$ cat src/sksub_pkg.sv
// Shared constants, codes and types for the sorted k-subset enumerator.
package sksub_pkg;

  // Store geometry.
  localparam int MAX_ELEMENTS = 16;
  localparam int VALUE_BITS   = 8;
  localparam int MAX_K        = 16;

  // Field and counter widths.
  localparam int OP_W  = 2;
  localparam int K_W   = 5;
  localparam int CNT_W = $clog2(MAX_ELEMENTS + 1);
  localparam int IDX_W = $clog2(MAX_ELEMENTS);
  localparam int KI_W  = $clog2(MAX_K);

  // Reset value of the subset size register.
  localparam logic [K_W-1:0] K_RESET = K_W'(3);

  // Operation codes carried by an input transaction.
  localparam logic [OP_W-1:0] OP_LOAD    = 2'd0;
  localparam logic [OP_W-1:0] OP_ADVANCE = 2'd1;
  localparam logic [OP_W-1:0] OP_CLEAR   = 2'd2;

  // Sequencer states.
  typedef enum logic [2:0] {
    S_IDLE,
    S_LD_RD,
    S_LD_CMP,
    S_INIT,
    S_EMIT,
    S_REFILL
  } state_t;

endpackage

$ cat src/sorted_k_subset_enumerator.sv
// Top level of the sorted k-subset enumerator: sequencer around two RAMs.
//
// Channel   Handshake                  Payload
// input     start / busy               op, value
// result    result_valid (strobe)      element, last_in_subset, exhausted
// config    cfg_valid / cfg_ready      cfg_data (subset size K)
//
// One transaction is worked on at a time; busy is high while it runs.
// A load moves each stored value that is larger up one place, a read and then a
// compare and write per value, since the value RAM has a single read port; it ends
// with a compare and write, or a direct write if the value lands at the bottom.
// An advance that starts a new enumeration first sets up the index vector, then
// streams the subset (one element per cycle), then refills the index vector when
// a next subset exists.
// An exhausted result, a clear or a dropped load finish in the accepting cycle.
// Synchronous active-high reset clears control state; the RAMs need no clearing.
// Results are strobed for one cycle and cannot be stalled by the receiver.
module sorted_k_subset_enumerator (
  input  logic                              clk,
  input  logic                              rst,
  input  logic                              start,
  output logic                              busy,
  input  logic [sksub_pkg::OP_W-1:0]        op,
  input  logic [sksub_pkg::VALUE_BITS-1:0]  value,
  output logic                              result_valid,
  output logic [sksub_pkg::VALUE_BITS-1:0]  element,
  output logic                              last_in_subset,
  output logic                              exhausted,
  input  logic                              cfg_valid,
  output logic                              cfg_ready,
  input  logic [sksub_pkg::K_W-1:0]         cfg_data
);

  import sksub_pkg::*;

  state_t state, state_next;

  logic [K_W-1:0]        k;
  logic [CNT_W-1:0]      count;
  logic                  started;
  logic                  done;
  logic [IDX_W-1:0]      pos;
  logic [VALUE_BITS-1:0] ld_val;
  logic [K_W-1:0]        ic;
  logic                  p1_valid;
  logic [KI_W-1:0]       p1_i;
  logic                  p2_valid;
  logic [KI_W-1:0]       p2_i;
  logic                  l_found;
  logic [KI_W-1:0]       l_pos;
  logic [IDX_W-1:0]      l_val;
  logic [KI_W-1:0]       ji;
  logic [IDX_W-1:0]      rv;

  // RAM ports.
  logic                  vals_we;
  logic [IDX_W-1:0]      vals_waddr;
  logic [VALUE_BITS-1:0] vals_wdata;
  logic [IDX_W-1:0]      vals_raddr;
  logic [VALUE_BITS-1:0] vals_rdata;
  logic                  idx_we;
  logic [KI_W-1:0]       idx_waddr;
  logic [IDX_W-1:0]      idx_wdata;
  logic [KI_W-1:0]       idx_raddr;
  logic [IDX_W-1:0]      idx_rdata;

  logic                  accept;
  logic                  cfg_write;
  logic                  no_subset;
  logic                  issue;
  logic [K_W:0]          target;
  logic                  emit_last;

  assign accept    = start && !busy;
  assign cfg_write = cfg_valid && cfg_ready;
  assign busy      = (state != S_IDLE);
  assign cfg_ready = !busy;

  // An advance gives an exhausted result when no subset can be formed.
  assign no_subset = done || (k == '0) || ({1'b0, k} > (K_W+1)'(MAX_K)) ||
                     ((K_W+1)'(k) > (K_W+1)'(count));

  assign issue     = (state == S_EMIT) && (ic < k);
  assign target    = (K_W+1)'(count) - (K_W+1)'(k) + (K_W+1)'(p1_i);
  assign emit_last = p2_valid && (K_W'(p2_i) == k - K_W'(1));

  // Sorted values, kept in ascending order.
  sksub_ram #(.WIDTH(VALUE_BITS), .DEPTH(MAX_ELEMENTS)) u_vals (
    .clk   (clk),
    .we    (vals_we),
    .waddr (vals_waddr),
    .wdata (vals_wdata),
    .raddr (vals_raddr),
    .rdata (vals_rdata)
  );

  // Current index vector of the subset.
  sksub_ram #(.WIDTH(IDX_W), .DEPTH(MAX_K)) u_idx (
    .clk   (clk),
    .we    (idx_we),
    .waddr (idx_waddr),
    .wdata (idx_wdata),
    .raddr (idx_raddr),
    .rdata (idx_rdata)
  );

  // State register.
  always_ff @(posedge clk) begin
    if (rst) begin
      state <= S_IDLE;
    end else begin
      state <= state_next;
    end
  end

  // Next state and RAM port control.
  always_comb begin
    state_next = state;
    vals_we    = 1'b0;
    vals_waddr = pos;
    vals_wdata = ld_val;
    vals_raddr = idx_rdata;
    idx_we     = 1'b0;
    idx_waddr  = ic[KI_W-1:0];
    idx_wdata  = IDX_W'(ic);
    idx_raddr  = ic[KI_W-1:0];
    case (state)
      S_IDLE: begin
        if (accept) begin
          if (op == OP_LOAD && count < CNT_W'(MAX_ELEMENTS)) begin
            state_next = S_LD_RD;
          end else if (op == OP_ADVANCE && !no_subset) begin
            state_next = started ? S_EMIT : S_INIT;
          end
        end
      end
      S_LD_RD: begin
        if (pos == '0) begin
          vals_we    = 1'b1;
          state_next = S_IDLE;
        end else begin
          vals_raddr = pos - IDX_W'(1);
          state_next = S_LD_CMP;
        end
      end
      S_LD_CMP: begin
        vals_we = 1'b1;
        if (vals_rdata > ld_val) begin
          vals_wdata = vals_rdata;
          state_next = S_LD_RD;
        end else begin
          state_next = S_IDLE;
        end
      end
      S_INIT: begin
        idx_we = 1'b1;
        if (ic == k - K_W'(1)) begin
          state_next = S_EMIT;
        end
      end
      S_EMIT: begin
        if (emit_last) begin
          state_next = l_found ? S_REFILL : S_IDLE;
        end
      end
      S_REFILL: begin
        idx_we    = 1'b1;
        idx_waddr = ji;
        idx_wdata = rv;
        if (K_W'(ji) == k - K_W'(1)) begin
          state_next = S_IDLE;
        end
      end
      default: begin
        state_next = S_IDLE;
      end
    endcase
  end

  // Control state: store fill, enumeration flags and the subset size.
  always_ff @(posedge clk) begin
    if (rst) begin
      k            <= K_RESET;
      count        <= '0;
      started      <= 1'b0;
      done         <= 1'b0;
      result_valid <= 1'b0;
      p1_valid     <= 1'b0;
      p2_valid     <= 1'b0;
      l_found      <= 1'b0;
    end else begin
      result_valid <= 1'b0;
      if (cfg_write) begin
        k       <= cfg_data;
        started <= 1'b0;
        done    <= 1'b0;
      end
      case (state)
        S_IDLE: begin
          if (accept) begin
            if (op == OP_LOAD && count < CNT_W'(MAX_ELEMENTS)) begin
              started <= 1'b0;
              done    <= 1'b0;
            end else if (op == OP_ADVANCE) begin
              if (no_subset) begin
                result_valid <= 1'b1;
              end
            end else if (op == OP_CLEAR) begin
              count   <= '0;
              started <= 1'b0;
              done    <= 1'b0;
            end
          end
          p1_valid <= 1'b0;
          p2_valid <= 1'b0;
          l_found  <= 1'b0;
        end
        S_LD_RD: begin
          if (pos == '0) begin
            count <= count + CNT_W'(1);
          end
        end
        S_LD_CMP: begin
          if (!(vals_rdata > ld_val)) begin
            count <= count + CNT_W'(1);
          end
        end
        S_INIT: begin
          started <= 1'b1;
        end
        S_EMIT: begin
          p1_valid     <= issue;
          p2_valid     <= p1_valid;
          result_valid <= p2_valid;
          if (p1_valid && (K_W+1)'(idx_rdata) != target) begin
            l_found <= 1'b1;
          end
          if (emit_last && !l_found) begin
            done <= 1'b1;
          end
        end
        default: begin
        end
      endcase
    end
  end

  // Datapath registers: load position, counters and result payload.
  always_ff @(posedge clk) begin
    case (state)
      S_IDLE: begin
        pos            <= count[IDX_W-1:0];
        ld_val         <= value;
        ic             <= '0;
        element        <= '0;
        last_in_subset <= 1'b1;
        exhausted      <= 1'b1;
      end
      S_LD_CMP: begin
        if (vals_rdata > ld_val) begin
          pos <= pos - IDX_W'(1);
        end
      end
      S_INIT: begin
        ic <= (ic == k - K_W'(1)) ? '0 : ic + K_W'(1);
      end
      S_EMIT: begin
        if (issue) begin
          ic <= ic + K_W'(1);
        end
        p1_i <= ic[KI_W-1:0];
        p2_i <= p1_i;
        if (p1_valid && (K_W+1)'(idx_rdata) != target) begin
          l_pos <= p1_i;
          l_val <= idx_rdata;
        end
        element        <= vals_rdata;
        last_in_subset <= emit_last;
        exhausted      <= 1'b0;
        ji             <= l_pos;
        rv             <= l_val + IDX_W'(1);
      end
      S_REFILL: begin
        ji <= ji + KI_W'(1);
        rv <= rv + IDX_W'(1);
      end
      default: begin
      end
    endcase
  end

  // An exhausted result always carries a zero element and the last mark.
  a_exhausted_form: assert property (@(posedge clk) disable iff (rst)
    result_valid && exhausted |-> element == '0 && last_in_subset)
    else $error("exhausted result with nonzero element or no last mark");

  // Subset elements come out of the streaming pass only.
  a_elem_from_emit: assert property (@(posedge clk) disable iff (rst)
    result_valid && !exhausted |-> $past(state) == S_EMIT)
    else $error("subset element outside the streaming pass");

  // The store never holds more than its depth.
  a_count_bound: assert property (@(posedge clk) disable iff (rst)
    count <= CNT_W'(MAX_ELEMENTS))
    else $error("store fill count beyond depth");

  // The issue counter never runs past K while streaming.
  a_issue_bound: assert property (@(posedge clk) disable iff (rst)
    state == S_EMIT |-> ic <= k)
    else $error("index read issued beyond subset size");

endmodule

$ cat src/sksub_ram.sv
// Generic single-write, single-read synchronous RAM with registered read data.
module sksub_ram #(
  parameter int WIDTH = 8,
  parameter int DEPTH = 16
) (
  input  logic                     clk,
  input  logic                     we,
  input  logic [$clog2(DEPTH)-1:0] waddr,
  input  logic [WIDTH-1:0]         wdata,
  input  logic [$clog2(DEPTH)-1:0] raddr,
  output logic [WIDTH-1:0]         rdata
);

  logic [WIDTH-1:0] mem [DEPTH];

  // Write port and registered read port.
  always_ff @(posedge clk) begin
    if (we) begin
      mem[waddr] <= wdata;
    end
    rdata <= mem[raddr];
  end

endmodule

$ cat config.mk
export PLATFORM = sky130hd
export DESIGN_NAME = sorted_k_subset_enumerator
export DESIGN_NICKNAME = d
export VERILOG_FILES = /design/src/sksub_pkg.sv /design/src/sorted_k_subset_enumerator.sv /design/src/sksub_ram.sv
export SDC_FILE = /design/constraint.sdc
export NUM_CORES = 1
export LEC_CHECK = 0
export BUFFER_PORTS_ARGS = -buffer_cell sky130_fd_sc_hd__buf_2
export CELL_PAD_IN_SITES_DETAIL_PLACEMENT = 1
export CELL_PAD_IN_SITES_GLOBAL_PLACEMENT = 1
export CORE_MARGIN = 4
export CORE_UTILIZATION = 45
export CTS_CLUSTER_DIAMETER = 100
export CTS_CLUSTER_SIZE = 30
export DETAILED_ROUTE_END_ITERATION = 16
export PLACE_DENSITY_LB_ADDON = 0.1
export RECOVER_POWER = 50
export SYNTH_ARGS = -nofsm -noshare
export SYNTH_HDL_FRONTEND = slang
export SYNTH_SLANG_ARGS = --single-unit
export TNS_END_PERCENT = 10
$ cat constraint.sdc
create_clock -name clk -period 8.1 [get_ports clk]
set_clock_uncertainty 0.15 [all_clocks]
set_input_delay 0.405 -clock clk [delete_from_list [all_inputs] [get_ports clk]]
set_output_delay 0.405 -clock clk [all_outputs]
set_load 0.01 [all_outputs]
==> metrics.yaml, run 1 <==
max_cap_viol_count: 2
setup_tns_ns: 0
cp-start-kind: "flip-flop"
cts_buffer_depth: 3
cts_resized: 0
finalCritPeriodShare: 0.480
via_count: 7619
yosysTopAreaCell: "edfxtp_1"
port_buffers: 31
outcome: "finished, violations left"
end_kind: "flip-flop"
ys_ff_latch: 274
dpl.hpwl_mm: 20.9
synth_common_cells: "edfxtp_1 (243), nand2_1 (78), inv_1 (59), a21oi_1 (46)"
max_freq_mhz: 257
yosysWarnings: 0
yosysMostFrequentCell: "edfxtp_1"
utilization: 0.494
reg2reg_setup_slack_ns: 4.21
cts_buffers: 14
synth_edf_count: 243
clock-sinks: 274
worstMarginPinSlew_ns: 1.81
drive_gt1_frac: 0.0969
fp.coreArea_sq_um: 27900
netlist_area_sq_um: 12800
seq_area_frac_synth: 0.621
yosys_most_used_dff: "edfxtp_1"
cts_max_level: 1
nets: 1034
layout_min_cycle_time_ns: 3.89
fp.dieArea_sq_um: 31100
grt_pass1_vias: 7976
synthToLayoutAreaGrowth_pct: 7.98
cts_tree: "built"
clk_latency_ns: 0.50
grt_max_degree: 34
synthTopCellsByArea: "edfxtp_1 (57%), dfxtp_1 (4.9%), ha_1 (3.7%)"
slew-limit-headroom: -0.208
grt_remaining_overflow: 0
synth_top_area_share: 0.572
syn_nets: 1015
yosysUniqueCellTypes: 67
finalHoldViolations: 0
arrival_ns: 4.12
wl_per_cell_microns: 22.2
diodes: 0
synthCells: 954
rsz0062_at_grt: "false"
violations: "capacitance limit, slew limit"
initial_utilization: 0.458
std_cell_rows: 61
antenna_found_initial: 0
path_max_fanout: 20
grt_pass1_wl_mm: 47.4
drt-initial-drc-count: 484
place_congestion: 0.805
die_x_microns: 176
via_per_inst: 5.61
drv_slew: 51
clockRootBuffer: "clkbuf_16"
drc: 0
min_path_type: "in -> reg"
die_h_microns: 176
ant_nets: 0
drt_first_pass_iters: 5
ir_worst_vdd_mv: 0.207
setup_viol: 0
syn_avg_cell_area_sq_um: 13.4
p_leak_uw: 0.00476
powerDensity_nw_per_um2: 336
wl_mm: 30.2
grt_use_total: 0.197
critical_path_class: "reg -> reg"
ioPinCount: 32
synthArstFlopShare: 0
clk_pin_slew_worst_paths_ns: 0.12
required_ns: 8.33
## area by class of cell
class	count	area, sq um
clock inverters	3	62.6
clock buffers	20	415
fillers	2816	14100
inverters	59	221
multi-input cells	566	4340
repair buffers	58	347
well taps	378	473
flip-flops and latches	274	7920
## sequential cells by signal, summed over array words and instances (netlist names), 3 cells and up
register,count
count,5
element,8
ic,5
ji,4
k,5
l_pos,4
l_val,4
ld_val,8
p1_i,4
p2_i,4
pos,4
rv,4
state,3
u_idx.mem,64
u_idx.rdata,4
u_vals.mem,128
u_vals.rdata,8
## layer usage
metal,vias up,part of all wire,GRT usage
li1,3607,-,-
met1,3882,0.45,0.273
met2,93,0.51,0.338
met3,37,0.025,0.0214
met4,0,0.023,0.0461
met5,-,0,0
## metrics by stage
stage / power (uW) / instance area (sq um) / instances / hold WS, ns / setup slack (ns)
finish: 4620 / 13800 / 1358 / 0.0270 / 4.21
floorplan: 3290 / 12800 / 954 / 0.256 / 5.02
detailed placement: 3850 / 13200 / 1323 / 0.321 / 4.29
CTS: 4700 / 13800 / 1358 / 0.00307 / 4.28
global route: 4920 / 13800 / 1358 / 0.0194 / 3.71
global placement: 3810 / 13200 / 1323 / 0.309 / 4.43
## kinds of logic after synthesis
group | synth area share
compound gates | 0.102
xor+xnor | 0.0239
fa+ha+maj | 0.0436
buf+inv | 0.0394
flops | 0.621
mux | 0.0779
simple gates | 0.0921
## where the power goes
part	internal (uW)	leakage (uW)	total, uW	switching (uW)
clock	379	0.000227	842	463
combinational	632	0.00204	1760	1120
sequential	1870	0.00250	2020	156
## path summary, 6_finish.rpt
kind	cells past startpoint	end	from
max reg2reg	8	u_vals.rdata[7]	pos[1]
max	8	u_vals.rdata[7]	pos[1]
min reg2reg	2	started	started
min	3	k[3]	cfg_data[3]
## layout by cell type, fill, tap and decap left out, types with 14 or more instances in the layout
master and instances:
xnor2_1 21, a311oi_1 18, o211ai_1 16, edfxtp_1 243, mux2_2 14, a21oi_1 46
mux2i_1 37, clkbuf_1 23, nand3_1 33, inv_1 59, nor2_1 38, clkbuf_16 16
o21ai_0 23, nand2b_1 16, a211oi_1 18, nand2_1 78, ha_1 38, mux4_2 20
dfxtp_1 31, and2_0 16, buf_2 19
## critical path, cell delays in order, from the launching register on
cell and delay, ns:
edfxtp_1 0.45, inv_1 0.11, ha_1 0.33, or3b_1 0.69
nand3_1 0.69, and2_1 0.71, o211ai_1 0.15, a32oi_1 0.31
o221ai_1 0.17
## repair_timing
action,in CTS,in global routing
hold endpoints to repair,12,0
hold buffers,12,0
endpoints found under the setup margin,0,0
buffers inserted,0,0
(Power assumes the default switching activity.)
==> inputs of run 2 (changes only) <==
==> constraint.sdc (replaced) <==
create_clock -name clk -period 3.6 [get_ports clk]
set_clock_uncertainty 0.15 [all_clocks]
set_input_delay 0.18 -clock clk [delete_from_list [all_inputs] [get_ports clk]]
set_output_delay 0.18 -clock clk [all_outputs]
set_load 0.01 [all_outputs]
==> run 2 against run 1 <==
Effect of this change:
- the flow still finishes with violations (capacitance limit, slew limit)
- register-to-register slack got worse by 4.0 ns
- combinational power rose by 140%
- highest routed layer unchanged
- critical endpoint is now done
- worst hold slack improved by 0.020 ns
- via count rose by 1.4%
- clock power rose by 110%
==> metrics.yaml, run 2 (synthesis results as in run 1) <==
outcome: "finished, violations left"
violations: "capacitance limit, slew limit"
required_ns: 3.90  # -4.43 ns
multi_input_area_sq_um: 4340  # about the same
slew-limit-headroom: -0.184  # +0.0234
fillCellCount: 2828  # +0.43%
pre_cts_slack_ns: 0.391  # -3.90 ns
use_met3: 0.0180  # -0.00343
reg.largest.list: "u_vals.mem: 128 flops, u_idx.mem: 64 flops"
place_area_sq_um: 13400  # +1.2%
hold_start: "start"
cts_buffer_depth: 3  # unchanged
std_cell_rows: 61  # unchanged
final_area_sq_um: 14000  # +1.5%
ioPinCount: 32  # unchanged
drt_first_pass_iters: 4  # -1
clk_pin_slew_worst_paths_ns: 0.12  # about the same
critical_path_class: "reg -> reg"
powerDensity_nw_per_um2: 745  # +120%
diodes: 0  # unchanged
drt-initial-drc-count: 427  # -12%
max_freq_mhz: 291  # +13%
final_common_cell: "edfxtp_1"
port_buffers: 31  # unchanged
fp.dieArea_sq_um: 31100  # unchanged
end_kind: "flip-flop"
rsz0062_at_grt: "false"
clock-sinks: 274  # unchanged
via_count: 7728  # +1.4%
gr-max-usage-layer: "met2"
die_x_microns: 176  # unchanged
clockRootBuffer: "clkbuf_16"
setup_viol: 0  # unchanged
final-seq-area_sq_um: 7920  # unchanged
fp.coreArea_sq_um: 27900  # unchanged
p_leak_uw: 0.00488  # +2.4%
finalHoldViolations: 0  # unchanged
antenna_found_initial: 0  # unchanged
layout_common_cells: "edfxtp_1 (243), nand2_1 (78), inv_1 (59)"
grt_remaining_overflow: 0  # unchanged
worstMarginPinSlew_ns: 1.78  # -0.0350 ns
drv_slew: 50  # -2.0%
finalCritPeriodShare: 0.955  # +0.475
die_h_microns: 176  # unchanged
place_congestion: 0.767  # -4.6%
drive_gt1_frac: 0.109  # +0.0118
synthToLayoutAreaGrowth_pct: 9.62
grt_pass1_wl_mm: 48.7  # +2.8%
setup_tns_ns: 0  # unchanged
cts_resized: 0  # unchanged
cp-start-kind: "flip-flop"
clk_latency_ns: 0.49  # about the same
drc: 0  # unchanged
dpl.hpwl_mm: 21.3  # +2.0%
stdcell_count: 1390  # +2.4%
r2r-end: "done"
nets: 1067  # +3.2%
min_path_type: "in -> reg"
via_per_inst: 5.56  # -0.90%
max_cap_viol_count: 2  # unchanged
cts_tree: "built"
grt_max_degree: 34  # unchanged
holdPathEnd: "started"
ant_nets: 0  # unchanged
grt_pass1_vias: 8318  # +4.3%
path_max_fanout: 6  # -70%
wl_mm: 30.6  # +1.4%
cts_buffers: 13  # -1
gr-usage-met1: 0.272  # -0.00116
reg2reg_setup_slack_ns: 0.16  # -4.05 ns
r2r-start: "k[0]"
wl_per_cell_microns: 22.0  # -0.89%
arrival_ns: 3.73  # -0.39 ns
layout_min_cycle_time_ns: 3.44  # -0.452 ns
dp.cells: 1343  # +1.5%
worst_slack_ns: 0.163  # -4.05 ns
grt_use_total: 0.201  # +0.00410
hold_depth: 5  # +2
met2_usage: 0.362  # +0.0242
cts_max_level: 1  # unchanged
initial_utilization: 0.458  # unchanged
reg2reg_depth: 8  # unchanged
regMostFlops: "u_vals.mem"
largest_register_ffs: 128  # unchanged
ir_worst_vdd_mv: 0.561  # +170%
[run 2: how the worst max path moves through the flow]
stage            from         endpoint  slack, ns  depth (start not counted)
2_1_floorplan  pos[0]         count[4]       0.52                         11
3_3_place_gp   pos[1]  u_vals.rdata[3]       0.48                          9
3_5_place_dp   pos[1]  u_vals.rdata[3]       0.39                          9
4_1_cts          k[0]             done       0.13                          8
5_1_grt          k[0]             done      0.007                          8
6_report         k[0]             done       0.16                          8
[run 2: area by class of cell]
type / instances / share of cell area
inverters: 59 / 0.0158
clock buffers: 17 / 0.0243
repair buffers: 92 / 0.0455
multi-input cells: 566 / 0.310
well taps: 378 / 0.0338
flip-flops and latches: 274 / 0.566
clock inverters: 4 / 0.00412
[run 2: per-stage QoR]
step,power (uW),hold slack [ns],utilization
2_1_floorplan,7410,0.129,-
3_3_place_gp,8720,0.207,0.480
3_5_place_dp,8820,0.209,0.480
4_1_cts,10600,0.0214,0.504
5_1_grt,11100,0.0816,0.502
6_report,10400,0.0469,0.502
[run 2: worst max-delay path: stages (launching register included)]
cell           delay [ns]
dfxtp_1              0.55
inv_1                0.19
ha_1                 0.26
xor2_1               0.38
xor2_1               0.15
or4_4                0.55
or3_1                0.36
a221oi_2             0.23
dlygate4sd3_1        0.56
[run 2: what timing repair did]
action,4_1_cts,5_1_grt
hold endpoints to repair,22,0
buffers inserted,0,0
hold buffers,26,0
[run 2: metal layers]
metal | part of all wire | up-vias
met5 | 0 | -
met2 | 0.51 | 77
met3 | 0.017 | 23
met1 | 0.45 | 3952
met4 | 0.017 | 0
li1 | - | 3676
[run 2: where the power goes]
| part | internal, uW | switching (uW) |
|---|---|---|
| Sequential | 4190 | 303 |
| Clock | 765 | 964 |
| Combinational | 1570 | 2620 |
| Total | 6530 | 3880 |
==> inputs of run 3 (changes only) <==
--- a/config.mk
+++ b/config.mk
@@ -17,5 +17,6 @@
 export RECOVER_POWER = 50
 export SYNTH_ARGS = -nofsm -noshare
 export SYNTH_HDL_FRONTEND = slang
+export SYNTH_HIERARCHICAL = 1
 export SYNTH_SLANG_ARGS = --single-unit
 export TNS_END_PERCENT = 10
==> run 3 against run 2 <==
Effect of this change:
- the flow still finishes with violations (capacitance limit, slew limit)
- via count down 13%
- area after synthesis fell by 4.8%
- setup slack better by 0.11 ns
- synthesized cell count decreased by 19%
- clock power shrank 2%
- sequential share of layout area is 2.9 points higher
- final area down 4.9%
- count of clock-buffer cells in the layout stayed put
- total power decreased by 0.85%
==> metrics.yaml, run 3 <==
outcome: "finished, violations left"
violations: "capacitance limit, slew limit"
place_congestion: 0.830  # +8.1%
required_ns: 3.89  # about the same
ioPinCount: 32  # unchanged
synth_edf_count: 243  # unchanged
wl_per_cell_microns: 22.6  # +2.7%
reg.largest.list: "u_vals/mem: 128 flops, u_idx/mem: 64 flops"
netlist_area_sq_um: 12100  # -4.8%
finalHoldViolations: 0  # unchanged
rsz0062_at_grt: "false"
clk_pin_slew_worst_paths_ns: 0.11  # about the same
clk_latency_ns: 0.50  # about the same
cts_buffers: 13  # unchanged
yosys_most_used_dff: "edfxtp_1"
initial_utilization: 0.462  # +0.00421
setup_viol: 0  # unchanged
drv_slew: 22  # -56%
yosysUniqueCellTypes: 69  # +3.0%
diodes: 0  # unchanged
p_total_uw: 10300  # -0.85%
fp.dieArea_sq_um: 29700  # -4.6%
ir_worst_vdd_mv: 0.382  # -32%
seq_area_frac_synth: 0.652  # +0.0313
via_per_inst: 5.68  # +2.2%
slew-limit-headroom: -0.111  # +0.0734
arrival_ns: 3.61  # -0.12 ns
antenna_found_initial: 0  # unchanged
regMostFlops: "u_vals/mem"
clock-sinks: 274  # unchanged
grt_remaining_overflow: 0  # unchanged
drt_first_pass_iters: 4  # unchanged
synth_common_cells: "edfxtp_1 (243), nand2_1 (66), nor2_1 (45), inv_1 (39), ha_1 (35)"
synthToLayoutAreaGrowth_pct: 9.47
cts_buffer_depth: 3  # unchanged
yosysWarnings: 6  # +6
yosysTopAreaCell: "edfxtp_1"
grt_pass1_vias: 7143  # -14%
synthCells: 777  # -19%
p_leak_uw: 0.00460  # -5.8%
dpl.hpwl_mm: 18.7  # -12%
drt-initial-drc-count: 566  # +33%
setup_tns_ns: 0  # unchanged
path_max_fanout: 20  # +14
cp-start-kind: "flip-flop"
grt_use_total: 0.185  # -0.0164
layout_common_cells: "edfxtp_1 (243), nand2_1 (66), nor2_1 (45)"
std_cell_rows: 59  # -3.3%
fillCellCount: 2543  # -10%
utilization: 0.506  # +0.00390
largest_register_ffs: 128  # unchanged
ys_ff_latch: 274  # unchanged
max_freq_mhz: 301  # +3.4%
die_x_microns: 172  # -2.3%
via_count: 6750  # -13%
syn_nets: 835  # -18%
worstMarginPinSlew_ns: 1.67  # -0.110 ns
drive_gt1_frac: 0.0996  # -0.00905
fp.coreArea_sq_um: 26300  # -5.7%
critical_path_class: "reg -> reg"
drc: 0  # unchanged
port_buffers: 31  # unchanged
final_common_cell: "edfxtp_1"
wl_mm: 26.9  # -12%
yosysMostFrequentCell: "edfxtp_1"
die_h_microns: 172  # -2.3%
layout_min_cycle_time_ns: 3.32  # -0.114 ns
powerDensity_nw_per_um2: 777  # +4.3%
clockRootBuffer: "clkbuf_16"
grt_max_degree: 33  # -2.9%
finalCritPeriodShare: 0.923  # -0.0316
syn_avg_cell_area_sq_um: 15.6  # +17%
cts_tree: "built"
ant_nets: 0  # unchanged
max_cap_viol_count: 1  # -1
post_cts_buffers: 0  # unchanged
grt_pass1_wl_mm: 42.2  # -13%
min_path_type: "in -> reg"
cts_max_level: 1  # unchanged
synth_top_area_share: 0.601  # +0.0288
end_kind: "flip-flop"
nets: 904  # -15%
synthTopCellsByArea: "edfxtp_1 (60%), mux4_1 (6.1%), dfxtp_1 (5.1%)"
synthArstFlopShare: 0  # unchanged
-- run 3: changes by cell type after synthesis, moves of 9 or more --
| cell | delta |
|---|---|
| a22oi_1 | +19 |
| mux2i_1 | -36 |
| a311oi_1 | -17 |
| nand3_1 | -9 |
| and2_1 | -9 |
| o211ai_1 | -13 |
| inv_1 | -20 |
| clkbuf_1 | -20 |
| a211oi_1 | -15 |
| a21oi_1 | -18 |
| mux4_1 | +28 |
| o21ai_0 | -15 |
| nand2_1 | -12 |
-- run 3: routing by layer --
metal	GRT usage	part of all wire	up-vias
met2	0.293	0.46	109
met1	0.276	0.49	3494
met4	0.0345	0.014	0
met3	0.0293	0.037	27
met5	0	0	-
li1	-	-	3120
-- run 3: worst max-delay path, stage by stage (launching register included) --
cell and delay, ns:
dfxtp_1 0.34, buf_4 0.19, or3_1 0.51, inv_1 0.61
nand3_1 0.16, dlygate4sd3_1 0.60, a21oi_1 0.13, dlygate4sd3_1 0.57
-- run 3: layout make-up --
type / instances / area [sq um] / share of cell area
Sequential cell: 274 / 7920 / 0.596
Multi-Input combinational cell: 435 / 3860 / 0.291
Timing Repair Buffer: 82 / 546 / 0.0410
Tap cell: 335 / 419 / 0.0315
Clock buffer: 17 / 350 / 0.0264
Inverter: 40 / 158 / 0.0119
Clock inverter: 5 / 38.8 / 0.00292
-- run 3: path summary, 6_finish.rpt --
path                 start  depth (start not counted)  endpoint  slack (ns)
hold / removal       start                          5   started        0.05
hold reg to reg   p1_valid                          2  p1_valid        0.36
setup reg to reg  state[0]                          7      k[2]        0.28
setup / recovery  state[0]                          7      k[2]        0.28
-- run 3: cell families after synthesis --
group / share of synthesized area
AO/OA/AOI/OAI: 0.0614
XOR/XNOR: 0.0266
adder cells (fa/ha/maj): 0.0427
buffers and inverters: 0.0306
flip-flops: 0.652
multiplexers: 0.106
AND/OR/NAND/NOR: 0.0808
-- run 3: through the flow --
stage	hold WS (ns)	std cells	cell area [sq um]	worst slack, ns
2_1_floorplan	0.129	777	12100	0.526
3_3_place_gp	0.208	1143	12800	0.609
3_5_place_dp	0.209	1143	12800	0.465
4_1_cts	0.0272	1188	13400	0.279
5_1_grt	0.0872	1188	13300	0.0600
6_report	0.0544	1188	13300	0.277
-- run 3: power by group --
group,internal [uW],switching (uW),total [uW]
Combinational,1630,2390,4020
Clock,717,977,1690
Sequential,4270,335,4610
Total,6620,3700,10300
-- run 3: timing repair --
| action | in CTS | in global routing |
|---|---|---|
| hold buffers | 23 | 0 |
| gates resized for setup | 0 | 0 |
| endpoints found under the hold margin | 24 | 0 |
